**src/qat_pkg.sv**
```systemverilog
package qat_pkg;

    typedef enum logic [2:0] {
        KIND_BYTE      = 3'd0,
        KIND_UNQ_END   = 3'd1,
        KIND_Q_END     = 3'd2,
        KIND_EQUAL     = 3'd3,
        KIND_EOL       = 3'd4,
        KIND_OVERFLOW  = 3'd5,
        KIND_UNMATCHED = 3'd6
    } kind_t;

    typedef enum logic [3:0] {
        MODE_IDLE     = 4'b0001,
        MODE_QUOTED   = 4'b0010,
        MODE_ESCAPE   = 4'b0100,
        MODE_UNQUOTED = 4'b1000
    } mode_t;

    localparam logic [7:0] CHR_NUL     = 8'h00;
    localparam logic [7:0] CHR_TAB     = 8'h09;
    localparam logic [7:0] CHR_LF      = 8'h0A;
    localparam logic [7:0] CHR_ESC     = 8'h1B;
    localparam logic [7:0] CHR_SPACE   = 8'h20;
    localparam logic [7:0] CHR_DQUOTE  = 8'h22;
    localparam logic [7:0] CHR_STAR    = 8'h2A;
    localparam logic [7:0] CHR_EQUAL   = 8'h3D;
    localparam logic [7:0] CHR_UPPER_N = 8'h4E;
    localparam logic [7:0] CHR_LOWER_N = 8'h6E;
    localparam logic [7:0] CHR_UPPER_E = 8'h45;
    localparam logic [7:0] CHR_LOWER_E = 8'h65;

    localparam int unsigned CFG_WIDTH = 16;
    localparam logic [CFG_WIDTH-1:0] CFG_RESET = 16'd256;

    localparam int unsigned QUEUE_DEPTH = 4;
    localparam int unsigned QPTR_W = 2;
    localparam int unsigned QCNT_W = 3;

    // one queue entry: the results caused by one item
    typedef struct packed {
        logic       two;
        kind_t      kind0;
        kind_t      kind1;
        logic [7:0] chr;
    } entry_t;

endpackage

```
**src/qat_if.sv**
```systemverilog
interface qat_in_if;
    logic       valid;
    logic       ready;
    logic [7:0] in_byte;
    logic       end_of_input;
    logic       ignore_equal;

    modport source (output valid, output in_byte, output end_of_input,
                    output ignore_equal, input ready);
    modport sink (input valid, input in_byte, input end_of_input,
                  input ignore_equal, output ready);
endinterface

interface qat_out_if;
    logic            valid;
    logic            ready;
    qat_pkg::kind_t  kind;
    logic [7:0]      out_byte;
    logic            last;

    modport source (output valid, output kind, output out_byte, output last,
                    input ready);
    modport sink (input valid, input kind, input out_byte, input last,
                  output ready);
endinterface

```
**src/qat_front.sv**
```systemverilog
module qat_front #(
    parameter int unsigned LEN_WIDTH = 16
) (
    input  logic                            clk,
    input  logic                            rst_n,
    qat_in_if.sink                          in_ch,
    input  logic                            cfg_wr_en,
    input  logic [qat_pkg::CFG_WIDTH-1:0]   cfg_wr_data,
    input  logic                            push_ready,
    output logic                            push_valid,
    output qat_pkg::entry_t                 push_entry
);
    import qat_pkg::*;

    typedef struct packed {
        logic                 emit;
        kind_t                kind;
        logic [7:0]           chr;
        mode_t                mode;
        logic                 load;
        logic [LEN_WIDTH-1:0] reads;
        logic                 set_plain;
    } idle_res_t;

    localparam logic [32:0] LEN_MAX = (33'd1 << LEN_WIDTH) - 33'd1;

    logic [CFG_WIDTH-1:0] max_len_reg;
    mode_t                mode_reg, mode_next;
    logic [LEN_WIDTH-1:0] reads_reg, reads_next;
    logic                 plain_reg, plain_next;
    logic [LEN_WIDTH-1:0] lim;
    logic                 accept;
    logic                 has_result;
    logic                 is_term;
    logic [7:0]           esc_chr;
    idle_res_t            idl;
    entry_t               ent;

    function automatic idle_res_t idle_step(input logic [7:0] c, input logic eof,
                                            input logic ign,
                                            input logic [LEN_WIDTH-1:0] l);
        idle_res_t r;
        r.emit      = 1'b0;
        r.kind      = KIND_EOL;
        r.chr       = c;
        r.mode      = MODE_IDLE;
        r.load      = 1'b0;
        r.reads     = l;
        r.set_plain = 1'b0;
        if (!eof && (c == CHR_SPACE || c == CHR_TAB || c == CHR_LF)) begin
            r.emit = 1'b0;
        end else if (eof || c == CHR_NUL) begin
            r.emit = 1'b1;
            r.kind = KIND_EOL;
        end else if (!ign && c == CHR_EQUAL) begin
            r.emit = 1'b1;
            r.kind = KIND_EQUAL;
        end else begin
            r.set_plain = 1'b1;
            if (c == CHR_DQUOTE) begin
                r.load  = 1'b1;
                r.reads = l;
                r.mode  = MODE_QUOTED;
            end else if (l == '0) begin
                r.emit = 1'b1;
                r.kind = KIND_OVERFLOW;
            end else begin
                r.load  = 1'b1;
                r.reads = l - LEN_WIDTH'(1);
                r.mode  = MODE_UNQUOTED;
                r.emit  = 1'b1;
                r.kind  = KIND_BYTE;
            end
        end
        return r;
    endfunction

    // limit saturated to the counter range
    assign lim = (33'(max_len_reg) > LEN_MAX) ? LEN_MAX[LEN_WIDTH-1:0]
                                              : LEN_WIDTH'(max_len_reg);

    assign in_ch.ready = push_ready;
    assign accept      = in_ch.valid && push_ready;
    assign push_valid  = accept && has_result;
    assign push_entry  = ent;

    assign is_term = in_ch.end_of_input || in_ch.in_byte == CHR_NUL
                     || in_ch.in_byte == CHR_SPACE || in_ch.in_byte == CHR_TAB
                     || in_ch.in_byte == CHR_LF
                     || (!plain_reg && in_ch.in_byte == CHR_EQUAL);

    always_comb
    begin
        if (in_ch.in_byte == CHR_LOWER_N || in_ch.in_byte == CHR_UPPER_N) begin
            esc_chr = CHR_LF;
        end else if (in_ch.in_byte == CHR_LOWER_E || in_ch.in_byte == CHR_UPPER_E) begin
            esc_chr = CHR_ESC;
        end else begin
            esc_chr = in_ch.in_byte;
        end
    end

    always_comb
    begin
        idl        = idle_step(in_ch.in_byte, in_ch.end_of_input, in_ch.ignore_equal, lim);
        mode_next  = mode_reg;
        reads_next = reads_reg;
        plain_next = plain_reg;
        has_result = 1'b0;
        ent.two    = 1'b0;
        ent.kind0  = KIND_BYTE;
        ent.kind1  = KIND_BYTE;
        ent.chr    = in_ch.in_byte;
        case (mode_reg)
            MODE_IDLE:
            begin
                has_result = idl.emit;
                ent.kind0  = idl.kind;
                mode_next  = idl.mode;
                if (idl.load) begin
                    reads_next = idl.reads;
                end
                if (idl.set_plain) begin
                    plain_next = in_ch.ignore_equal;
                end
            end
            MODE_QUOTED:
            begin
                has_result = 1'b1;
                if (reads_reg == '0) begin
                    ent.kind0 = KIND_OVERFLOW;
                    mode_next = MODE_IDLE;
                end else begin
                    reads_next = reads_reg - LEN_WIDTH'(1);
                    if (in_ch.end_of_input || in_ch.in_byte == CHR_NUL
                        || in_ch.in_byte == CHR_LF) begin
                        ent.kind0 = KIND_UNMATCHED;
                        mode_next = MODE_IDLE;
                    end else if (in_ch.in_byte == CHR_STAR) begin
                        has_result = 1'b0;
                        mode_next  = MODE_ESCAPE;
                    end else if (in_ch.in_byte == CHR_DQUOTE) begin
                        ent.kind0 = KIND_Q_END;
                        mode_next = MODE_IDLE;
                    end else begin
                        ent.kind0 = KIND_BYTE;
                    end
                end
            end
            MODE_ESCAPE:
            begin
                has_result = 1'b1;
                if (in_ch.end_of_input || in_ch.in_byte == CHR_NUL
                    || in_ch.in_byte == CHR_LF) begin
                    ent.kind0 = KIND_UNMATCHED;
                    mode_next = MODE_IDLE;
                end else begin
                    ent.kind0 = KIND_BYTE;
                    ent.chr   = esc_chr;
                    mode_next = MODE_QUOTED;
                end
            end
            MODE_UNQUOTED:
            begin
                has_result = 1'b1;
                if (reads_reg == '0) begin
                    ent.kind0 = KIND_OVERFLOW;
                    mode_next = MODE_IDLE;
                end else begin
                    reads_next = reads_reg - LEN_WIDTH'(1);
                    if (is_term) begin
                        // terminator goes through idle once more
                        ent.kind0 = plain_reg ? KIND_Q_END : KIND_UNQ_END;
                        ent.two   = idl.emit;
                        ent.kind1 = idl.kind;
                        mode_next = idl.mode;
                        if (idl.load) begin
                            reads_next = idl.reads;
                        end
                        if (idl.set_plain) begin
                            plain_next = in_ch.ignore_equal;
                        end
                    end else begin
                        ent.kind0 = KIND_BYTE;
                    end
                end
            end
            default:
            begin
                mode_next = MODE_IDLE;
            end
        endcase
    end

    always_ff @(posedge clk or negedge rst_n)
    begin
        if (!rst_n) begin
            max_len_reg <= CFG_RESET;
            mode_reg    <= MODE_IDLE;
            reads_reg   <= '0;
            plain_reg   <= 1'b0;
        end else begin
            if (cfg_wr_en) begin
                max_len_reg <= cfg_wr_data;
            end
            if (accept) begin
                mode_reg  <= mode_next;
                reads_reg <= reads_next;
                plain_reg <= plain_next;
            end
        end
    end

endmodule

```
**src/qat_queue.sv**
```systemverilog
module qat_queue (
    input  logic             clk,
    input  logic             rst_n,
    input  logic             push_valid,
    input  qat_pkg::entry_t  push_entry,
    output logic             push_ready,
    input  logic             pop,
    output logic             head_valid,
    output qat_pkg::entry_t  head_entry
);
    import qat_pkg::*;

    entry_t              mem_reg [QUEUE_DEPTH];
    logic [QPTR_W-1:0]   wr_ptr_reg;
    logic [QPTR_W-1:0]   rd_ptr_reg;
    logic [QCNT_W-1:0]   count_reg;
    logic                do_push;
    logic                do_pop;

    assign push_ready = count_reg != QCNT_W'(QUEUE_DEPTH);
    assign head_valid = count_reg != '0;
    assign head_entry = mem_reg[rd_ptr_reg];
    assign do_push    = push_valid && push_ready;
    assign do_pop     = pop && head_valid;

    always_ff @(posedge clk)
    begin
        if (do_push) begin
            mem_reg[wr_ptr_reg] <= push_entry;
        end
    end

    always_ff @(posedge clk or negedge rst_n)
    begin
        if (!rst_n) begin
            wr_ptr_reg <= '0;
            rd_ptr_reg <= '0;
            count_reg  <= '0;
        end else begin
            if (do_push) begin
                wr_ptr_reg <= wr_ptr_reg + QPTR_W'(1);
            end
            if (do_pop) begin
                rd_ptr_reg <= rd_ptr_reg + QPTR_W'(1);
            end
            if (do_push && !do_pop) begin
                count_reg <= count_reg + QCNT_W'(1);
            end else if (do_pop && !do_push) begin
                count_reg <= count_reg - QCNT_W'(1);
            end
        end
    end

endmodule

```
**src/qat_back.sv**
```systemverilog
module qat_back (
    input  logic             clk,
    input  logic             rst_n,
    input  logic             head_valid,
    input  qat_pkg::entry_t  head_entry,
    output logic             pop,
    qat_out_if.source        out_ch
);
    import qat_pkg::*;

    logic       valid_reg;
    kind_t      kind_reg, kind_next;
    logic [7:0] chr_reg;
    logic       last_reg, last_next;
    logic       sel_reg;
    logic       load;

    assign load = head_valid && (!valid_reg || out_ch.ready);

    // first of a pair goes out with last low, then the second pops the entry
    always_comb
    begin
        if (head_entry.two && !sel_reg) begin
            kind_next = head_entry.kind0;
            last_next = 1'b0;
        end else begin
            kind_next = sel_reg ? head_entry.kind1 : head_entry.kind0;
            last_next = 1'b1;
        end
    end

    assign pop = load && last_next;

    always_ff @(posedge clk)
    begin
        if (load) begin
            kind_reg <= kind_next;
            chr_reg  <= (kind_next == KIND_BYTE) ? head_entry.chr : 8'h00;
            last_reg <= last_next;
        end
    end

    always_ff @(posedge clk or negedge rst_n)
    begin
        if (!rst_n) begin
            valid_reg <= 1'b0;
            sel_reg   <= 1'b0;
        end else begin
            if (load) begin
                valid_reg <= 1'b1;
                sel_reg   <= !last_next;
            end else if (out_ch.ready) begin
                valid_reg <= 1'b0;
            end
        end
    end

    assign out_ch.valid    = valid_reg;
    assign out_ch.kind     = kind_reg;
    assign out_ch.out_byte = chr_reg;
    assign out_ch.last     = last_reg;

endmodule

```
**src/quoted_argument_tokenizer.sv**
```systemverilog
// quoted argument tokenizer
// in_ch carries one character item per handshake (in_byte, end_of_input,
// ignore_equal); out_ch carries result items (kind, out_byte, last), zero to
// two per input item, last high on the final one of each input item.
// cfg_wr_en with cfg_wr_data sets the per-token read limit (256 after reset);
// write it only while the block is idle.
// a front stage classifies each character in the cycle it is accepted and
// pushes its results into a four-entry queue; a back stage drains the queue
// into the output register, one result per cycle while out_ch is ready.
// a result passes through a queue entry and then the output register on
// its way to out_ch. throughput: one input item per cycle while out_ch is
// ready and results keep to one per item; an item with two results sends
// them out one after the other. when out_ch stalls, input keeps being taken
// until the queue fills, then in_ch.ready drops.
// reset empties the queue and output register, returns the scanner to idle
// and loads the default limit.
module quoted_argument_tokenizer #(
    parameter int unsigned LEN_WIDTH = 16
) (
    input  logic                            clk,
    input  logic                            rst_n,
    qat_in_if.sink                          in_ch,
    qat_out_if.source                       out_ch,
    input  logic                            cfg_wr_en,
    input  logic [qat_pkg::CFG_WIDTH-1:0]   cfg_wr_data
);
    import qat_pkg::*;

    logic   push_valid;
    logic   push_ready;
    entry_t push_entry;
    logic   pop;
    logic   head_valid;
    entry_t head_entry;

    qat_front #(
        .LEN_WIDTH (LEN_WIDTH)
    ) u_front (
        .clk         (clk),
        .rst_n       (rst_n),
        .in_ch       (in_ch),
        .cfg_wr_en   (cfg_wr_en),
        .cfg_wr_data (cfg_wr_data),
        .push_ready  (push_ready),
        .push_valid  (push_valid),
        .push_entry  (push_entry)
    );

    qat_queue u_queue (
        .clk        (clk),
        .rst_n      (rst_n),
        .push_valid (push_valid),
        .push_entry (push_entry),
        .push_ready (push_ready),
        .pop        (pop),
        .head_valid (head_valid),
        .head_entry (head_entry)
    );

    qat_back u_back (
        .clk        (clk),
        .rst_n      (rst_n),
        .head_valid (head_valid),
        .head_entry (head_entry),
        .pop        (pop),
        .out_ch     (out_ch)
    );

endmodule

```
**src/flat_wrapper.sv**
```systemverilog
// flat-port wrapper written by rule: the top's interface ports become plain ports
module quoted_argument_tokenizer_flat import qat_pkg::*;
#(
    parameter int unsigned LEN_WIDTH = 16
)
  (clk, rst_n, cfg_wr_en, cfg_wr_data, in_ch_valid, in_ch_in_byte, in_ch_end_of_input, in_ch_ignore_equal, in_ch_ready, out_ch_valid, out_ch_kind, out_ch_out_byte, out_ch_last, out_ch_ready);
  qat_in_if in_ch_i ();
  qat_out_if out_ch_i ();
  input  logic clk;
  input  logic rst_n;
  input  logic cfg_wr_en;
  input  logic [qat_pkg::CFG_WIDTH-1:0] cfg_wr_data;
  input wire logic [$bits(in_ch_i.valid)-1:0] in_ch_valid;
  input wire logic [$bits(in_ch_i.in_byte)-1:0] in_ch_in_byte;
  input wire logic [$bits(in_ch_i.end_of_input)-1:0] in_ch_end_of_input;
  input wire logic [$bits(in_ch_i.ignore_equal)-1:0] in_ch_ignore_equal;
  output wire logic [$bits(in_ch_i.ready)-1:0] in_ch_ready;
  output wire logic [$bits(out_ch_i.valid)-1:0] out_ch_valid;
  output wire logic [$bits(out_ch_i.kind)-1:0] out_ch_kind;
  output wire logic [$bits(out_ch_i.out_byte)-1:0] out_ch_out_byte;
  output wire logic [$bits(out_ch_i.last)-1:0] out_ch_last;
  input wire logic [$bits(out_ch_i.ready)-1:0] out_ch_ready;
  assign in_ch_i.valid = in_ch_valid;
  assign in_ch_i.in_byte = in_ch_in_byte;
  assign in_ch_i.end_of_input = in_ch_end_of_input;
  assign in_ch_i.ignore_equal = in_ch_ignore_equal;
  assign in_ch_ready = in_ch_i.ready;
  assign out_ch_valid = out_ch_i.valid;
  assign out_ch_kind = out_ch_i.kind;
  assign out_ch_out_byte = out_ch_i.out_byte;
  assign out_ch_last = out_ch_i.last;
  assign out_ch_i.ready = out_ch_ready;
  quoted_argument_tokenizer #(.LEN_WIDTH(LEN_WIDTH)) u_core (.clk(clk), .rst_n(rst_n), .in_ch(in_ch_i), .out_ch(out_ch_i), .cfg_wr_en(cfg_wr_en), .cfg_wr_data(cfg_wr_data));
endmodule
```
**config.mk**
```make
export PLATFORM = sky130hd
export DESIGN_NAME = quoted_argument_tokenizer_flat
export DESIGN_NICKNAME = d
export VERILOG_FILES = /design/src/qat_pkg.sv /design/src/qat_if.sv /design/src/qat_front.sv /design/src/qat_queue.sv /design/src/qat_back.sv /design/src/quoted_argument_tokenizer.sv /design/src/flat_wrapper.sv
export SDC_FILE = /design/constraint.sdc
export NUM_CORES = 1
export LEC_CHECK = 0
export BUFFER_PORTS_ARGS = -buffer_cell sky130_fd_sc_hd__buf_2
export CAP_MARGIN = 10
export CORE_MARGIN = 1.5
export CORE_UTILIZATION = 59
export DETAILED_ROUTE_END_ITERATION = 6
export PLACE_DENSITY = 0.78
export SETUP_SLACK_MARGIN = 0.5
export SYNTH_ARGS = -nofsm -noshare
export SYNTH_HDL_FRONTEND = slang
export SYNTH_SLANG_ARGS = --single-unit
```
**constraint.sdc**
```tcl
create_clock -name clk -period 4 [get_ports clk]
set_input_delay 0.4 -clock clk [delete_from_list [all_inputs] [get_ports clk]]
set_output_delay 0.4 -clock clk [all_outputs]
set_load 0.02 [all_outputs]
```
# == Word level (Yosys, flattened, before mapping) ==
# Memory sizes are Yosys's and may differ from the RTL's.
# Cells that the tools add are included.
# op_classes
n_addsub,6
reduce_logical,43
n_mux,61
eq_ne,21
# ops
operator,n
2-to-1 mux 16 bit,5
2-to-1 mux 22 bit,3
one-hot mux 16 bit (3 select lines),1
2-to-1 mux 21 bit,2
2-to-1 mux 3 bit,13
2-to-1 mux 4 bit,9
"== test 8 x 6 -> 1 bit, second input constant",4
"== test 8 x 7 -> 1 bit, second input constant",4
logical NOT 16 bit,2
2-to-1 mux 8 bit,4
"subtractor 16 x 1 -> 16 bit, second input constant",2
"== test 8 x 4 -> 1 bit, second input constant",2
one-hot mux 4 bit (4 select lines),1
2-to-1 mux 1 bit,15
logical AND 1 bit,12
one-hot mux 3 bit (4 select lines),1
logical OR 1 bit,11
2-to-1 mux 2 bit,5
logical NOT 8 bit,1
"!= test 2 bit, second input constant",4
logical NOT 1 bit,7
"!= test 3 bit, second input constant",2
nonzero test 2 bit,3
nonzero test 3 bit,2
other kinds (15),16
# word_totals
output_inout_bits,14
reg_bits,58
mem_count,1
ram_bits,60
# mem_list
memory,depth,word_bits,rd,rd_ports_with_merged_regs,write_ports,line_no,text
u_core.u_queue.mem_reg,4,15,1,0,1,qat_queue.sv:13,entry_t mem_reg [QUEUE_DEPTH];

# == Longest topological paths before layout ==
# Gate-level depths: netlist of run 1.
# depth
depth_word,13
depth_mapped,14
mapped_depth_nobuf,14

# == Hierarchy ==
# Synthesis of run 1 repeated with hierarchy kept, for this count alone.
# unflattened
cells_unflattened,499
area_unflattened_um2,6224.7
# modules_own_cells
mod,area_per_inst_um2,cells_each,instances
qat_front,3026.7,349,1
qat_queue,2613.8,114,1
qat_back,584.3,36,1

# == Worst setup path after synthesis of run 1 ==
# No wires, ideal clock.
# synth_path
path_type,register to register
startpoint,register u_core.u_front.reads_reg[11]
endpoint,register u_core.u_queue.count_reg[2]
required_ns,3.921
path_buffers,0
arrival_time_ns,2.924
slack_ns,0.997
stages_incl_launch_ff,13
period_less_slack_ns,3.003
path_cell_list,dfrtp_1 > or4_1 > nor4_2 > nand3_2 > nand4b_1 > a21oi_1 > nor2_1 > ha_1 > inv_1 > fa_1 > xor2_1 > nor2_1 > xor2_1
# synth_between
elab_chain_len,8
# synth_rtl
element,line_no,text
"start, declared",qat_front.sv:29,"logic [LEN_WIDTH-1:0] reads_reg, reads_next;"
"start signal, assigned",qat_front.sv:208,reads_reg <= reads_next;
logical NOT 16 bit *,qat_front.sv:130,if (reads_reg == '0) begin
2-to-1 mux 1 bit *,qat_front.sv:130,
one-hot mux 1 bit (3 select lines) *,qat_front.sv:114,case (mode_reg)
logical AND 1 bit *,qat_front.sv:84,assign push_valid = accept && has_result;
logical AND 1 bit *,qat_queue.sv:23,assign do_push = push_valid && push_ready;
named net u_core.u_queue.do_push,qat_queue.sv:17,logic do_push;
logical NOT 1 bit,qat_queue.sv:48,end else if (do_pop && !do_push) begin
logical AND 1 bit,qat_queue.sv:48,
nonzero test 2 bit (no line),n/a,
"end signal, assigned",qat_queue.sv:47,count_reg <= count_reg + QCNT_W'(1);
"end signal, assigned",qat_queue.sv:49,count_reg <= count_reg - QCNT_W'(1);
"end, declared",qat_queue.sv:16,logic [QCNT_W-1:0] count_reg;
# Mark *: on every way through the listed nets, which the timed path passes. The rest lies on a longest branch.
# A chain may end at the register's enable or synchronous reset.

# == Worst setup path in the final report of run 1 ==
# Ends and elaborated chain as after synthesis.

==> results by group, run 1 <==
Synth
  – Yosys warnings: 0
  – Post-synth ARST share: about two fifths
  – Post-synthesis register bit count: 118
  – Netlist cell types: 74
  – Post-synth top area share: 36.1%
  – Top_reg_cell synth: edfxtp_1
  – Synth top area cells: edfxtp_1 (36%), dfrtp_1 (18%), mux4_2 (5.6%)
  – Cell taking the most area after synthesis: edfxtp_1
  – Synthesized Nets: 517
  – EDFF count, synth: 72
  – Seq/Total Area, Yosys: 55.4%
  – Syn_area_per_cell: 12.5 um^2
  – Cells after Synth: 478
  – Synth Cell Area: 5990 um^2

Clock network
  – Clk slew on worst S/H paths: 60 ps
  – Clock latency on the worst-skew pair: 520 ps
  – Hold-fix buffers at CTS: 0
  – H-Tree Level Count: 4
  – TritonCTS clock tree: done
  – Clk buf depth: 2
  – CTS sink cnt: 118
  – Cts bufs inserted: 17
  – Root Buffer: clkbuf_8

Floorplanning
  – DIE WIDTH: a little over 100 um
  – DIE AREA: 10800 um^2
  – IO Pins: between 40 and 50
  – Cell Rows: 36
  – Initial core utilization: about three fifths
  – Core area: 9820 um^2
  – Die height: 104 um

Timing
  – Worst slew margin: 27.5%
  – Tightest Pin Transition: 1090 ps
  – Min cycle time layout: 3280 ps
  – Fin crit share: between 80% and 90%
  – Worst Clk Skew: 8.69 ps
  – Fmax: 0.305 GHz
  – Max Transition Viols Final: 0
  – Setup violators final: 0
  – Fin. Hold Viols: 0
  – Setup tns final: 0 ps
  – RSZ-0062 raised after global routing: false

Drt
  – DR vias/cell: roughly 6.3
  – Vias: around 4200
  – Drt first pass iters: 5
  – Routed WL per cell: approximately 19 um
  – First DRT Iteration DRCs: 211
  – Routed Antenna Nets: 0
  – Final Routed Wirelength: 12.9 mm
  – Residual DRC: 0

Placed design
  – Port buffer count: 44
  – Hpwl dp: slightly below 9 mm
  – DP Area: 6320 um^2
  – GPL Wtd Cong: 0.936

Power and ir drop
  – Peak VDD IR: ~0.4 mV
  – Internal Pwr Total: 3210 uW
  – Logic pwr share: 30.3%
  – Switch Pwr: around 1500 uW
  – Leakage: 0.00255 uW
  – Switching power share of the total: between 30% and 40%
  – Pwr Density: 686 nW/um^2
  – Flop pwr share: 39.2%
  – Clock network power share: between 30 and 40%

Worst setup path
  – CP most frequent cell: xor2_1
  – Slowest-stage cell, CP: or4_1
  – Crit-path cells: or4_1 > nor4_2 > nand3_2 > nand4b_1 > a21oi_1 > nor2_2 > ha_1 > inv_1 > fa_1 > xor2_1 > nor2_1 > xor2_1
  – Critical path fanouts, max: 8
  – Kind of start point of the critical path: flop
  – Critical path type: flop to flop
  – WP data required: approximately 4400 ps
  – Crit-path max cell delay: 600 ps
  – CP arrival: 3720 ps
  – Critical path endpoint category: flop

Run status
  – Status: completed

GRT
  – Global route overflow: 0
  – GR Util All Layers: 25.4%
  – First-pass GRT wire length: ~21 mm
  – Number of global-route vias before repair: 4155
  – Initial antenna violation count: 0
  – Largest net degree at the start of global routing: 47

Finish
  – Antenna diodes: 0
  – Final nets: 567
  – Commonest non-fill, non-tap cell in the layout: edfxtp_1
  – Max reg flops: 60
  – Commonest non-fill, non-tap cells in the layout: edfxtp_1 (72), buf_2 (44), dfrtp_1 (44)
  – Design Area, Final: 6910 um^2
  – Fillers: 697
  – Share of cells above drive strength 1: 26.4%
  – Layout area overhead: 15.3%

Run
  – Max-cap violations: 0

Worst hold path
  – Hold/Removal Path Class: primary input to asynchronous set/reset pin
==> metal layers <==
layer	global-route usage (%)	share of wire [%]	vias to the layer above
met3	5.66	5.7	43
met4	10.6	2.8	0
met1	29.4	39	2048
met5	0	0	-
met2	45.5	53	193
li1	-	-	1936
==> cell families (layout without fill, tap and decap cells) <==
logic type	Yosys count	after routing	share of synthesized area, %
adder cells (fa/ha/maj)	8	8	1.80
AO/OA/AOI/OAI	85	85	10.3
AND/OR/NAND/NOR	166	166	16.1
flip-flops	118	118	55.4
buffers and inverters	42	105	3.24
multiplexers	39	39	10.1
XOR/XNOR	20	20	3.05
==> Yosys cell counts (2+ instances only) <==
| cell | instances |
|---|---|
| and2_1 | 10 |
| nor3b_1 | 2 |
| a31oi_1 | 4 |
| mux4_2 | 15 |
| a22o_1 | 2 |
| o311ai_0 | 2 |
| mux2i_1 | 2 |
| buf_1 | 2 |
| and3_1 | 3 |
| o21a_1 | 2 |
| o31a_1 | 2 |
| o211ai_1 | 7 |
| o221ai_1 | 7 |
| inv_1 | 17 |
| nand2b_1 | 9 |
| nand2_1 | 19 |
| o21ai_0 | 20 |
| dfstp_2 | 2 |
| nor4_1 | 9 |
| and4bb_2 | 2 |
| ha_1 | 7 |
| edfxtp_1 | 72 |
| buf_6 | 3 |
| xor2_1 | 9 |
| or2_2 | 3 |
| nand3_1 | 10 |
| a21oi_1 | 10 |
| a211oi_1 | 3 |
| nor3_1 | 16 |
| a22oi_1 | 3 |
| nor3_2 | 2 |
| or4_1 | 8 |
| mux2_2 | 22 |
| nor2_1 | 37 |
| xnor2_1 | 10 |
| or3_1 | 10 |
| nor4_2 | 2 |
| dfrtp_1 | 44 |
| buf_4 | 2 |
| a21o_1 | 3 |
| nand4b_1 | 6 |
| o31ai_1 | 2 |
| buf_2 | 4 |
| nor2b_1 | 10 |
| clkbuf_1 | 13 |
==> what timing repair did <==
item / 4_1_cts / 5_1_grt
gates resized for setup: 0 / 1
setup endpoints to repair: 0 / 2
buffers inserted: 0 / 2
==> worst max-delay path: cells and delay by family, from the launching register on <==
kind / cells / cell delay (ps)
AND/OR/NAND/NOR: 6 / 1610
flip-flops: 1 / 420
adder cells (fa/ha/maj): 2 / 650
AO/OA/AOI/OAI: 1 / 110
buffers and inverters: 1 / 70
XOR/XNOR: 2 / 330
==> per-stage QoR <==
step                      util [%]  std cells  worst slack (ps)  power (uW)  hold WS [ps]
after global placement        64.3        640               705        3210           485
after CTS                     70.1        672               529        4750          54.7
after floorplan                  -        478               997        2890           104
after detailed placement      64.3        640               585        3270           494
final                         70.3        674               718        4740          66.1
after global routing          70.3        674               553        4990          67.7
==> power groups by stage <==
stage	registers (uW)	logic (uW)	clock network (uW)
floorplan	1880	1010	0
global placement	1850	1360	0
detailed placement	1870	1400	0
CTS	1850	1430	1470
global route	1890	1580	1520
finish	1860	1440	1450
==> worst paths after layout <==
check / slack [ps] / cells after the start / from / end
max: 720 / 12 / u_core.u_front.reads_reg[11] / u_core.u_queue.count_reg[2]
min: 70 / 1 / rst_n / u_core.u_back.sel_reg
max reg2reg: 720 / 12 / u_core.u_front.reads_reg[11] / u_core.u_queue.count_reg[2]
min reg2reg: 510 / 1 / u_core.u_queue.count_reg[2] / u_core.u_queue.count_reg[2]
max in group asynchronous: 3240 / 1 / rst_n / u_core.u_front.reads_reg[2]
min in group clk: 90 / 2 / out_ch_ready / u_core.u_back.out_ch.valid
==> area by class of cell <==
cell class	count	area, um^2	share of cell area [%]
tap	133	166	2.41
sequential	118	3320	48.0
clock inverter	9	103	1.49
inverter	17	63.8	0.924
multi-input combinational	318	2480	35.9
timing repair buffer	56	310	4.49
clock buffer	23	467	6.76
No activity file was read; power rests on OpenSTA's default activity.
==> run 2, diff against run 1 <==
--- a/config.mk
+++ b/config.mk
@@ -8,9 +8,9 @@
 export BUFFER_PORTS_ARGS = -buffer_cell sky130_fd_sc_hd__buf_2
 export CAP_MARGIN = 10
 export CORE_MARGIN = 1.5
-export CORE_UTILIZATION = 59
+export CORE_UTILIZATION = 54
 export DETAILED_ROUTE_END_ITERATION = 6
-export PLACE_DENSITY = 0.78
+export PLACE_DENSITY = 0.76
 export SETUP_SLACK_MARGIN = 0.5
 export SYNTH_ARGS = -nofsm -noshare
 export SYNTH_HDL_FRONTEND = slang
==> constraint.sdc (replaced) <==
create_clock -name clk -period 2.9 [get_ports clk]
set_input_delay 0.29 -clock clk [delete_from_list [all_inputs] [get_ports clk]]
set_output_delay 0.29 -clock clk [all_outputs]
set_load 0.02 [all_outputs]
==> run 2 against run 1 <==
First-iteration DRC count increased to 2.5 times the previous value; sequential power increased by 39%; die area is 9.0% higher; fmax increased by 21%; register-to-register slack got worse by 530 ps; cell area is 11% higher; setup slack got worse by 530 ps; clock skew down 0.90 ps; worst hold slack got worse by 12 ps; wire length increased by 16%.
==> results by group, run 2 (same netlist as run 1, synthesis figures left out) <==
Timing
  – Setup violators final: 0 (unchanged)
  – Worst Clk Skew: 7.79 ps (was 8.69 ps)
  – RSZ-0062 raised after global routing: true (was false)
  – Worst slew margin: 28.2% (was 27.5%)
  – Fmax: 0.369 GHz (was 0.305 GHz)
  – PnR worst setup slack: 188 ps (was 718 ps)
  – Tightest Pin Transition: 1080 ps (was 1090 ps)
  – Setup tns final: 0 ps (unchanged)
  – Max Transition Viols Final: 0 (unchanged)
  – Fin crit share: 93.5% (was 82.1%)
  – Fin. Hold Viols: 0 (unchanged)
  – Min cycle time layout: 2710 ps (was 3280 ps)
  – Worst hold slack: 53.8 ps (was 66.1 ps)

Drt
  – DR vias/cell: 6.21 (was 6.26)
  – Routed WL per cell: 20.5 um (was 19.1 um)
  – Residual DRC: 0 (unchanged)
  – Final Routed Wirelength: 15.0 mm (was 12.9 mm)
  – First DRT Iteration DRCs: 530 (was 211)
  – Drt first pass iters: 6 (was 5)
  – Vias: 4549 (was 4220)
  – Routed Antenna Nets: 0 (unchanged)

GRT
  – Global route overflow: 0 (unchanged)
  – Largest net degree at the start of global routing: 47 (unchanged)
  – First-pass GRT wire length: 22.3 mm (was 20.9 mm)
  – GR Util All Layers: 25.2% (was 25.4%)
  – Number of global-route vias before repair: 4427 (was 4155)
  – Initial antenna violation count: 0 (unchanged)

Worst setup path
  – Crit path to: u_core.u_queue.count_reg[2] (unchanged)
  – Critical path fanouts, max: 3 (was 8)
  – FF-to-FF setup slack: 190 ps (was 720 ps)
  – Reg-to-Reg End: u_core.u_queue.count_reg[2] (unchanged)
  – Crit path from: u_core.u_front.reads_reg[14] (was u_core.u_front.reads_reg[11])
  – Critical path endpoint category: flop (unchanged)
  – WP data required: 3340 ps (was 4430 ps)
  – FF-to-FF Start: u_core.u_front.reads_reg[14] (was u_core.u_front.reads_reg[11])
  – Critical path type: flop to flop (unchanged)
  – CP arrival: 3150 ps (was 3720 ps)
  – Kind of start point of the critical path: flop (unchanged)
  – FF-to-FF path depth: 12 (unchanged)

Placed design
  – Hpwl dp: 8.50 mm (was 8.71 mm)
  – Placed cells: 651 (was 640)
  – GPL Wtd Cong: 0.892 (was 0.936)
  – Port buffer count: 44 (unchanged)
  – DP Worst Slack: 94.6 ps (was 585 ps)

Finish
  – Post-route insts no fill: 733 (was 674)
  – Final core occ: 70.9% (was 70.3%)
  – Commonest non-fill, non-tap cells in the layout: edfxtp_1 (72), buf_2 (44), dfrtp_1 (41) (was edfxtp_1 (72), buf_2 (44), dfrtp_1 (44))
  – Antenna diodes: 0 (unchanged)
  – Commonest non-fill, non-tap cell in the layout: edfxtp_1 (unchanged)
  – Layout area overhead: 28.5% (was 15.3%)
  – Final nets: 619 (was 567)
  – Max reg flops: 60 (unchanged)
  – Share of cells above drive strength 1: 39.5% (was 26.4%)

Clock network
  – Root Buffer: clkbuf_8 (unchanged)
  – Clk slew on worst S/H paths: 60 ps (about the same)
  – Clk buf depth: 2 (unchanged)
  – H-Tree Level Count: 4 (unchanged)
  – Cts bufs inserted: 17 (unchanged)
  – Clock latency on the worst-skew pair: 520 ps (about the same)
  – TritonCTS clock tree: done (unchanged)
  – CTS sink cnt: 118 (unchanged)

Run status
  – Status: completed (unchanged)

Floorplanning
  – Core area: 10800 um^2 (was 9820 um^2)
  – Cell Rows: 38 (was 36)
  – IO Pins: 45 (unchanged)
  – Initial core utilization: 55.2% (was 61.0%)
  – Die height: 108 um (was 104 um)
  – DIE AREA: 11700 um^2 (was 10800 um^2)
  – DIE WIDTH: 108 um (was 104 um)

Worst hold path
  – Hold/Removal Path Class: primary input to flop (was primary input to asynchronous set/reset pin)

Power and ir drop
  – Pwr Density: 909 nW/um^2 (was 686 nW/um^2)
  – Leakage: 0.00287 uW (was 0.00255 uW)
  – Peak VDD IR: 0.513 mV (was 0.406 mV)

Run
  – Max-cap violations: 0 (unchanged)
-- run 2: cell count changes in the layout (fill, tap and decap cells not counted), moves of 6 or more --
cell           delta
buf_6             +9
inv_6             +6
o21ai_2           +8
dlygate4sd3_1    +18
buf_4            +19
and2_4            +9
o21ai_0           -9
-- run 2: worst max-delay path: stages, from the launching register on --
cell and delay, ps:
dfrtp_1 400, or4_4 550, nor4_4 160, nand3_2 110
nand4b_1 170, a21oi_2 80, nor2_2 150, ha_2 210
inv_2 40, fa_2 320, xor2_1 140, nor2_1 130
xor2_1 170
-- run 2: final cells by class --
type | count | area, um^2
sequential | 118 | 3320
fill | 687 | 3150
multi-input combinational | 322 | 2840
timing repair buffer | 104 | 764
clock buffer | 17 | 414
tap | 140 | 175
clock inverter | 15 | 119
inverter | 17 | 63.8
-- run 2: per-layer routing --
layer,wire length [um],track usage [%],up-vias
li1,-,-,2047
met1,5830,31.1,2217
met2,7780,43.5,250
met3,1030,6.27,35
met4,363,8.18,0
met5,0,1.34,-
-- run 2: worst min path at each step --
stage	from	to	slack (ps)	cells past startpoint
5_1_grt	in_ch_in_byte[7]	u_core.u_queue.mem_reg[1][7]	40	1
3_3_place_gp	u_core.u_queue.count_reg[2]	u_core.u_queue.count_reg[2]	480	1
2_1_floorplan	rst_n	u_core.u_back.out_ch.valid	-6	0
4_1_cts	in_ch_in_byte[7]	u_core.u_queue.mem_reg[1][7]	30	1
6_report	in_ch_in_byte[7]	u_core.u_queue.mem_reg[1][7]	50	1
3_5_place_dp	u_core.u_queue.count_reg[2]	u_core.u_queue.count_reg[2]	490	1
-- run 2: timing repair --
action	in CTS	in global routing
pin swaps	11	21
setup buffers	15	9
resized for setup	36	60
cloned	2	6
endpoints found under the hold margin	19	0
setup endpoints to repair	95	100
hold buffers	18	0
-- run 2: per-stage QoR --
stage / instance area, um^2 / power (uW)
2_1_floorplan: 6010 / 4020
3_3_place_gp: 6380 / 4510
3_5_place_dp: 6380 / 4600
4_1_cts: 7350 / 6680
5_1_grt: 7690 / 7340
6_report: 7690 / 6990
-- run 2: report_power, final --
| part | switching, uW | total [uW] | leakage (uW) | internal, uW |
|---|---|---|---|---|
| Clock | 826 | 1890 | 0.000248 | 1070 |
| Sequential | 321 | 2590 | 0.00121 | 2270 |
| Combinational | 1340 | 2510 | 0.00141 | 1170 |
| Total | 2490 | 6990 | 0.00287 | 4510 |
